### config.mk
export PLATFORM = sky130hd
export DESIGN_NAME = slot_ack_floor_tracker_unit
export DESIGN_NICKNAME = d
export VERILOG_FILES = /design/src/rtl/core/safl_pkg.sv /design/src/rtl/core/slot_ack_floor_tracker_unit.sv /design/src/rtl/core/safl_slot_mem.sv /design/src/rtl/core/safl_update.sv
export SDC_FILE = /design/constraint.sdc
export NUM_CORES = 2
export LEC_CHECK = 0
export BUFFER_PORTS_ARGS = -buffer_cell sky130_fd_sc_hd__buf_2
export CAP_MARGIN = 20
export CORE_MARGIN = 1.5
export CORE_UTILIZATION = 39
export DETAILED_ROUTE_END_ITERATION = 8
export PLACE_DENSITY_LB_ADDON = 0.12
export SETUP_SLACK_MARGIN = 0.5
export SYNTH_ARGS = -nofsm -noshare
export SYNTH_HDL_FRONTEND = slang
export SYNTH_SLANG_ARGS = --single-unit
### constraint.sdc
create_clock -name i_clk -period 14.29 [get_ports i_clk]
set_input_delay 1.429 -clock i_clk [delete_from_list [all_inputs] [get_ports i_clk]]
set_output_delay 1.429 -clock i_clk [all_outputs]
set_load 0.02 [all_outputs]
### src/rtl/core/safl_pkg.sv
// package for the slot ack floor tracker
// shared types, request and outcome codes, default slot count; no dependencies
package safl_pkg;

    localparam int SLOT_COUNT_DEF = 16;
    localparam logic [15:0] STALL_LIMIT = 16'd3;

    // request types
    localparam logic [1:0] REQ_ACK      = 2'd0;
    localparam logic [1:0] REQ_ACTIVATE = 2'd1;
    localparam logic [1:0] REQ_RELEASE  = 2'd2;
    localparam logic [1:0] REQ_EMPTY    = 2'd3;

    // outcome codes
    localparam logic [3:0] OUT_SKIPPED        = 4'd0;
    localparam logic [3:0] OUT_MERGED         = 4'd1;
    localparam logic [3:0] OUT_ADVANCED       = 4'd2;
    localparam logic [3:0] OUT_STALE          = 4'd3;
    localparam logic [3:0] OUT_EPOCH_MISMATCH = 4'd4;
    localparam logic [3:0] OUT_ACTIVATED      = 4'd5;
    localparam logic [3:0] OUT_RELEASED       = 4'd6;
    localparam logic [3:0] OUT_REL_REFUSED    = 4'd7;
    localparam logic [3:0] OUT_EMPTY          = 4'd8;

    typedef struct packed {
        logic [1:0]         req_type;
        logic [7:0]         slot_index;
        logic [15:0]        epoch;
        logic signed [63:0] ack_floor;
        logic [63:0]        recv_bits_low;
        logic [63:0]        recv_bits_high;
        logic signed [63:0] latest_sent_tick;
        logic               last_of_message;
        logic signed [63:0] client_time_ns;
    } t_safl_in;

    typedef struct packed {
        logic [3:0]         outcome;
        logic [7:0]         echo_slot;
        logic signed [63:0] slot_floor_now;
        logic               floor_stalled;
        logic [15:0]        stall_run;
        logic [15:0]        peak_stall_run;
        logic signed [63:0] newest_client_time;
    } t_safl_out;

    // one row of the slot table
    typedef struct packed {
        logic        active;
        logic [15:0] epoch;
        logic [63:0] floor;
        logic [63:0] bits_low;
        logic [63:0] bits_high;
    } t_slot_entry;

    // per-client message tracking state
    typedef struct packed {
        logic        adv;
        logic [15:0] run;
        logic [15:0] peak;
        logic        stalled;
        logic [63:0] tmax;
    } t_glob_state;

endpackage

### src/rtl/core/slot_ack_floor_tracker_unit.sv
// slot ack floor tracker: top level with read stage, update stage and result register
// each accepted transaction: table read, then update, then result register
// one transaction per cycle unless the output stalls; the table row read and
// write-back overlap, a write to the row read at the same edge is forwarded
// inside the slot memory; reset clears control and message state, table rows read
// as zero until first written (valid bit per row), so no clearing pass is needed
module slot_ack_floor_tracker_unit #(
    parameter int SLOT_COUNT = safl_pkg::SLOT_COUNT_DEF
) (
    input  logic               i_clk,
    input  logic               i_rst_n,
    input  logic               i_in_valid,
    output logic               o_in_stall,
    input  safl_pkg::t_safl_in  i_in_data,
    output logic               o_out_valid,
    input  logic               i_out_stall,
    output safl_pkg::t_safl_out o_out_data
);
    import safl_pkg::*;

    localparam int IDX_W = (SLOT_COUNT > 1) ? $clog2(SLOT_COUNT) : 1;

    logic         in_accept;
    logic         out_take;
    logic         s1_move;
    logic         in_ok;
    logic         r_s1_vld;
    t_safl_in     r_s1_req;
    logic         r_s1_ok;
    t_slot_entry  rd_entry;
    t_slot_entry  upd_entry;
    logic         upd_wr_en;
    logic [3:0]   upd_outcome;
    t_glob_state  upd_glob;
    t_glob_state  r_glob;
    logic         r_out_vld;
    t_safl_out    r_out_data;

    assign in_ok     = i_in_data.slot_index < 8'(SLOT_COUNT);
    assign out_take  = r_out_vld && !i_out_stall;
    assign s1_move   = r_s1_vld && (!r_out_vld || out_take);
    assign o_in_stall = r_s1_vld && !s1_move;
    assign in_accept = i_in_valid && !o_in_stall;

    safl_slot_mem #(
        .SLOT_COUNT(SLOT_COUNT)
    ) u_mem (
        .i_clk    (i_clk),
        .i_rst_n  (i_rst_n),
        .i_rd_en  (in_accept && in_ok),
        .i_rd_idx (i_in_data.slot_index[IDX_W-1:0]),
        .i_wr_en  (s1_move && upd_wr_en),
        .i_wr_idx (r_s1_req.slot_index[IDX_W-1:0]),
        .i_wr_data(upd_entry),
        .o_rd_data(rd_entry)
    );

    safl_update u_update (
        .i_req    (r_s1_req),
        .i_ok     (r_s1_ok),
        .i_entry  (rd_entry),
        .i_glob   (r_glob),
        .o_entry  (upd_entry),
        .o_wr_en  (upd_wr_en),
        .o_outcome(upd_outcome),
        .o_glob   (upd_glob)
    );

    always_ff @(posedge i_clk) begin
        if (!i_rst_n) begin
            r_s1_vld  <= 1'b0;
            r_out_vld <= 1'b0;
            r_glob    <= '0;
        end else begin
            if (in_accept) begin
                r_s1_vld <= 1'b1;
            end else if (s1_move) begin
                r_s1_vld <= 1'b0;
            end
            if (s1_move) begin
                r_out_vld <= 1'b1;
                r_glob    <= upd_glob;
            end else if (out_take) begin
                r_out_vld <= 1'b0;
            end
        end
    end

    always_ff @(posedge i_clk) begin
        if (in_accept) begin
            r_s1_req <= i_in_data;
            r_s1_ok  <= in_ok;
        end
        if (s1_move) begin
            r_out_data.outcome            <= upd_outcome;
            r_out_data.echo_slot          <= r_s1_req.slot_index;
            r_out_data.slot_floor_now     <= r_s1_ok ? upd_entry.floor : '0;
            r_out_data.floor_stalled      <= upd_glob.stalled;
            r_out_data.stall_run          <= upd_glob.run;
            r_out_data.peak_stall_run     <= upd_glob.peak;
            r_out_data.newest_client_time <= upd_glob.tmax;
        end
    end

    assign o_out_valid = r_out_vld;
    assign o_out_data  = r_out_data;

    // input side only waits when a finished result is still held
    a_stall_needs_full_out: assert property (@(posedge i_clk) disable iff (!i_rst_n)
        o_in_stall |-> (r_s1_vld && r_out_vld && i_out_stall))
        else $error("input stalled without a held result");

    a_move_loads_out: assert property (@(posedge i_clk) disable iff (!i_rst_n)
        s1_move |=> r_out_vld)
        else $error("update stage moved but no result registered");

    a_stalled_peak: assert property (@(posedge i_clk) disable iff (!i_rst_n)
        r_glob.stalled |-> (r_glob.peak >= STALL_LIMIT))
        else $error("stalled flag set with peak run below limit");

    a_run_clear_on_adv: assert property (@(posedge i_clk) disable iff (!i_rst_n)
        (s1_move && r_s1_req.req_type == REQ_ACK && r_s1_req.last_of_message
         && upd_outcome == OUT_ADVANCED) |=> (r_glob.run == '0 && !r_glob.adv))
        else $error("advancing message did not clear the run");

endmodule

### src/rtl/core/safl_slot_mem.sv
// slot table memory: one write port, one registered read port
// valid bit per row stands in for the zero reset; depends on safl_pkg
module safl_slot_mem #(
    parameter int SLOT_COUNT = safl_pkg::SLOT_COUNT_DEF
) (
    input  logic                 i_clk,
    input  logic                 i_rst_n,
    input  logic                 i_rd_en,
    input  logic [((SLOT_COUNT > 1) ? $clog2(SLOT_COUNT) : 1)-1:0] i_rd_idx,
    input  logic                 i_wr_en,
    input  logic [((SLOT_COUNT > 1) ? $clog2(SLOT_COUNT) : 1)-1:0] i_wr_idx,
    input  safl_pkg::t_slot_entry i_wr_data,
    output safl_pkg::t_slot_entry o_rd_data
);
    import safl_pkg::*;

    localparam int IDX_W = (SLOT_COUNT > 1) ? $clog2(SLOT_COUNT) : 1;

    t_slot_entry            r_mem [SLOT_COUNT];
    logic [SLOT_COUNT-1:0]  r_valid;
    t_slot_entry            r_q;
    logic                   r_q_vld;
    logic                   r_fwd;
    t_slot_entry            r_fwd_data;
    logic                   rd_in_range;
    logic                   wr_in_range;

    assign rd_in_range = {1'b0, i_rd_idx} < (IDX_W + 1)'(SLOT_COUNT);
    assign wr_in_range = {1'b0, i_wr_idx} < (IDX_W + 1)'(SLOT_COUNT);

    always_ff @(posedge i_clk) begin
        if (i_wr_en && wr_in_range) begin
            r_mem[i_wr_idx] <= i_wr_data;
        end
    end

    always_ff @(posedge i_clk) begin
        if (!i_rst_n) begin
            r_valid <= '0;
        end else if (i_wr_en && wr_in_range) begin
            r_valid[i_wr_idx] <= 1'b1;
        end
    end

    // a write landing on the row being read at the same edge is forwarded
    always_ff @(posedge i_clk) begin
        if (i_rd_en && rd_in_range) begin
            r_q        <= r_mem[i_rd_idx];
            r_q_vld    <= r_valid[i_rd_idx];
            r_fwd      <= i_wr_en && (i_wr_idx == i_rd_idx);
            r_fwd_data <= i_wr_data;
        end
    end

    assign o_rd_data = r_fwd ? r_fwd_data : (r_q_vld ? r_q : '0);

endmodule

### src/rtl/core/safl_update.sv
// read-modify-write logic for one request: new slot row, outcome, message state
// purely combinational; depends on safl_pkg
module safl_update (
    input  safl_pkg::t_safl_in    i_req,
    input  logic                  i_ok,
    input  safl_pkg::t_slot_entry i_entry,
    input  safl_pkg::t_glob_state i_glob,
    output safl_pkg::t_slot_entry o_entry,
    output logic                  o_wr_en,
    output logic [3:0]            o_outcome,
    output safl_pkg::t_glob_state o_glob
);
    import safl_pkg::*;

    logic [63:0] clamp;
    logic        apply_time;

    assign clamp = ($signed(i_req.latest_sent_tick) < $signed(i_req.ack_floor))
                   ? i_req.latest_sent_tick : i_req.ack_floor;

    always_comb begin
        o_entry    = i_entry;
        o_glob     = i_glob;
        o_wr_en    = 1'b0;
        o_outcome  = OUT_SKIPPED;
        apply_time = 1'b0;
        case (i_req.req_type)
            REQ_ACK: begin
                if (i_ok && i_entry.active) begin
                    if (i_req.epoch != i_entry.epoch) begin
                        o_outcome = OUT_EPOCH_MISMATCH;
                    end else if ($signed(i_req.ack_floor) < $signed(i_entry.floor)) begin
                        o_outcome = OUT_STALE;
                    end else if (clamp == i_entry.floor) begin
                        o_entry.bits_low  = i_entry.bits_low | i_req.recv_bits_low;
                        o_entry.bits_high = i_entry.bits_high | i_req.recv_bits_high;
                        o_wr_en   = 1'b1;
                        o_outcome = OUT_MERGED;
                    end else begin
                        // clamp may land below the stored floor, still an advance
                        o_entry.floor     = clamp;
                        o_entry.bits_low  = i_req.recv_bits_low;
                        o_entry.bits_high = i_req.recv_bits_high;
                        o_glob.adv = 1'b1;
                        o_wr_en    = 1'b1;
                        o_outcome  = OUT_ADVANCED;
                    end
                end
                if (i_req.last_of_message) begin
                    if (o_glob.adv) begin
                        if (o_glob.stalled) begin
                            o_glob.stalled = 1'b0;
                            o_glob.peak    = '0;
                        end
                        o_glob.run = '0;
                    end else begin
                        if (o_glob.run != '1) begin
                            o_glob.run = o_glob.run + 16'd1;
                        end
                        if (o_glob.run > o_glob.peak) begin
                            o_glob.peak = o_glob.run;
                        end
                        if (o_glob.run >= STALL_LIMIT) begin
                            o_glob.stalled = 1'b1;
                        end
                    end
                    o_glob.adv = 1'b0;
                    apply_time = 1'b1;
                end
            end
            REQ_ACTIVATE: begin
                if (i_ok && !i_entry.active) begin
                    o_entry.active    = 1'b1;
                    o_entry.epoch     = i_entry.epoch + 16'd1;
                    o_entry.floor     = '0;
                    o_entry.bits_low  = '0;
                    o_entry.bits_high = '0;
                    o_wr_en   = 1'b1;
                    o_outcome = OUT_ACTIVATED;
                end
            end
            REQ_RELEASE: begin
                if (i_ok && i_entry.active && (i_entry.epoch == i_req.epoch)) begin
                    o_entry.active = 1'b0;
                    o_wr_en   = 1'b1;
                    o_outcome = OUT_RELEASED;
                end else begin
                    o_outcome = OUT_REL_REFUSED;
                end
            end
            default: begin
                apply_time = 1'b1;
                o_outcome  = OUT_EMPTY;
            end
        endcase
        if (apply_time && ($signed(i_req.client_time_ns) > $signed(o_glob.tmax))) begin
            o_glob.tmax = i_req.client_time_ns;
        end
    end

endmodule

==> key figures <==
Logic synthesis
  • Number of synthesized flops with an enable pin: 1853
  • Avg Cell Area, Syn: 17.0 sq um
  • Yosys Warn Count: 0
  • Post-Syn Area: 0.0831 sq mm
  • Post-synthesis sequential area ratio: 69.8%
  • Synth Instances: 4896
  • Yosys cell types: 95
  • Ys async rst share: 0%
  • Primary FF master, synth: edfxtp_1
  • #FFs+latches synth: 1969
  • Synth top area share: 67.0%
  • Post-synth top area cell: edfxtp_1
  • Synth top area cells: edfxtp_1 67%, mux4_2 11%, ha_1 3.2%
  • Syn nets: 5459

Clocking
  • # H-tree levels: 4
  • Total CTS buffers: 207
  • CTS tree: done
  • CTS sink cnt: 1969
  • Clock root buffer: clkbuf_16
  • Clk buf depth: 3
  • Worst-path clk slew: 60 ps
  • PostCTS Resize Cnt: 0
  • Latest clock arrival within the worst-skew pair: 870 ps
  • Setup Fix Bufs, Post-CTS: 0
  • # hold bufs at CTS: 0

STA
  • Min cycle time layout: 9380 ps
  • Final Setup Violations: 0
  • Crit share post-route: 65.6%
  • RSZ-0062 raised after global routing: false
  • Hold Vio Cnt, Final: 0
  • Slew Limit Headroom: 21.7%
  • Clk_skew: 37.0 ps
  • Pins Over Slew Limit: 0
  • Fin Setup TNS: 0 ps
  • Max Clk Rate: 107 MHz
  • Worst Tran Pin Value: 1160 ps

Drt
  • Met2 WL: 125 mm
  • Wl on met1: 114 mm
  • Number of remaining DRC errors: 0
  • Top layer in use: met5
  • DR WL met3: 15.5 mm
  • Routed WL: 266 mm
  • 1st-pass router iterations: 7
  • Vias per cell: 5.77
  • Drt wl/cell: 31.4 microns
  • DRT antenna net count: 0
  • Routed via count: 48880
  • Initial DRC count: 5076

Setup path
  • Crit start category: register
  • CP endpoint kind: register
  • WP data required: 14770 ps
  • Worst reg2reg path startpoint: u_mem.r_q_vld
  • R2r endpoint: u_mem.r_mem[10][130]
  • R2r worst-path depth: 21
  • Worst EP arrival: 9860 ps
  • Crit Path Category: register to register
  • R2R Setup Slk: 4910 ps
  • Worst Path Max Fanout: 42

Power
  • Maximum vdd drop: 0.104 mV
  • Pwr dens: 130 mW/mm^2
  • Static Leak: 32.3 nW

Global route
  • Antenna violations before repair: 13
  • Congestion Overflow GR: 0
  • Pin count of the biggest net entering global routing: 138
  • Global-route wire length before repair: 371 mm
  • Number of global-route vias before repair: 48351
  • Tot GR Track Use: 24.2%

Die
  • Die width: 465 microns
  • Total core area: 0.212 sq mm
  • # rows: 169
  • IO Pins: 526
  • DIE HEIGHT: 465 microns
  • Initial Utilization: 39.2%
  • Die Area: 0.216 sq mm

Finish
  • # nets final: 6044
  • FILL cells: 18538
  • Fin area: 0.0961 sq mm
  • Area Overhead vs Synth: 15.6%
  • Share of cells above drive strength 1: 25.6%

Hold path
  • Min-delay worst type: register to register
  • Min-delay src: r_s1_req[342]
  • Worst Hold Depth: 0
  • Hold Path End: o_out_data[166]

Status
  • Status: complete, no violations

Run
  • MaxCap Viol Count: 0

Placed design
  • Port-buffer cells: 397
  • Detailed Place HPWL: 169 mm
  • Placement Cell Area: 0.0892 sq mm
  • Placer Congestion: 0.965
-- synth_stat cells, types with 72 or more instances --
cell type,number
clkbuf_1,164
nand2_1,342
edfxtp_1,1853
mux4_2,412
o21ai_0,130
a21o_1,76
dfxtp_1,116
nor2_1,163
ha_1,212
inv_1,187
o22ai_1,157
a22oi_1,72
a21oi_1,203
-- per-layer routing --
metal  GRT usage, %  up-vias
li1               -    20963
met1           33.4    25633
met2           38.7     1815
met3           3.75      461
met4           9.59        8
met5              0        -
-- final cells by class --
class | instances | area [sq um] | area share [%]
well taps | 2821 | 3530 | 3.67
inverters | 189 | 718 | 0.748
diodes | 7 | 17.5 | 0.0182
clock inverters | 103 | 870 | 0.905
repair buffers | 632 | 3850 | 4.01
flip-flops and latches | 1969 | 58000 | 60.3
multi-input cells | 2482 | 23600 | 24.6
clock buffers | 275 | 5520 | 5.74
-- stage by stage --
stage	instances	hold WS, ps	setup slack [ps]	util (%)	total power, W
after detailed placement	8041	409	4700	42.1	0.00746
after global routing	8472	436	4550	45.3	0.0129
after CTS	8419	424	4690	45.1	0.0126
after global placement	8030	415	4390	42.1	0.00745
after floorplan	4896	400	342	-	0.00708
final	8478	423	4910	45.3	0.0125
-- critical path, stage by stage (launching register included) --
cell and delay [ps]:
edfxtp_1 340, buf_4 230, nor2b_4 600, buf_4 730, buf_4 560, a22oi_2 80
buf_4 250, ha_1 360, nand4_1 350, a2111o_1 510, a31oi_1 440, nor3_1 100
o21ai_0 200, buf_4 200, a31oi_1 110, o21a_1 540, nor3_1 350, buf_4 250
or3b_1 450, nor2_4 720, buf_4 740, buf_4 710
-- kinds of logic (layout without fill, tap and decap cells) --
kind of cell | count (synthesis) | in the layout | share of synthesized area (%)
AOI/OAI and AO/OA | 925 | 925 | 7.60
muxes | 488 | 488 | 12.2
adders and majority gates | 212 | 212 | 3.19
buffers and inverters | 445 | 1199 | 2.14
other | 0 | 7 | 0
DFF | 1969 | 1969 | 69.8
xor gates and xnor gates | 60 | 60 | 0.633
and+or+nand+nor | 797 | 797 | 4.47
-- cells in the final DEF (no fill, tap or decap), types with 40 or more instances in the layout --
cell          n
nor3_1       40
edfxtp_1   1853
buf_2       394
buf_4       228
a21oi_1     203
o22ai_1     153
a21o_1       76
nand2_1     340
a22oi_1      72
inv_1       184
nand3_1      58
mux4_2      412
clkbuf_1     62
clkbuf_16   209
o21ai_0     129
nor2_1      155
clkinv_1     48
dfxtp_1     116
ha_1        211
nand4_1      61
-- sequential cells by signal, summed over array words and instances, names as in the netlist, 16 cells and up --
signal	flops
u_mem.r_mem	1296
r_s1_req	219
o_out_data	173
r_glob	98
u_mem.r_fwd_data	81
u_mem.r_q	81
u_mem.r_valid	16
-- report_power, final --
group | internal (W) | switching [W]
registers | 0.00638 | 0.0000869
clock network | 0.00286 | 0.00226
logic | 0.000312 | 0.000574
-- how the worst max path moves through the flow --
stage	startpoint	to	slack, ps
detailed placement	r_s1_req[320]	u_mem.r_mem[15][131]	4700
global route	u_mem.r_q_vld	u_mem.r_mem[10][155]	4550
global placement	u_mem.r_q_vld	u_mem.r_mem[10][139]	4390
floorplan	i_out_stall	u_mem.r_mem[13][128]	340
finish	u_mem.r_q_vld	u_mem.r_mem[10][130]	4910
CTS	r_s1_req[320]	u_mem.r_mem[9][163]	4690
No activity file was read; power rests on OpenSTA's default activity.
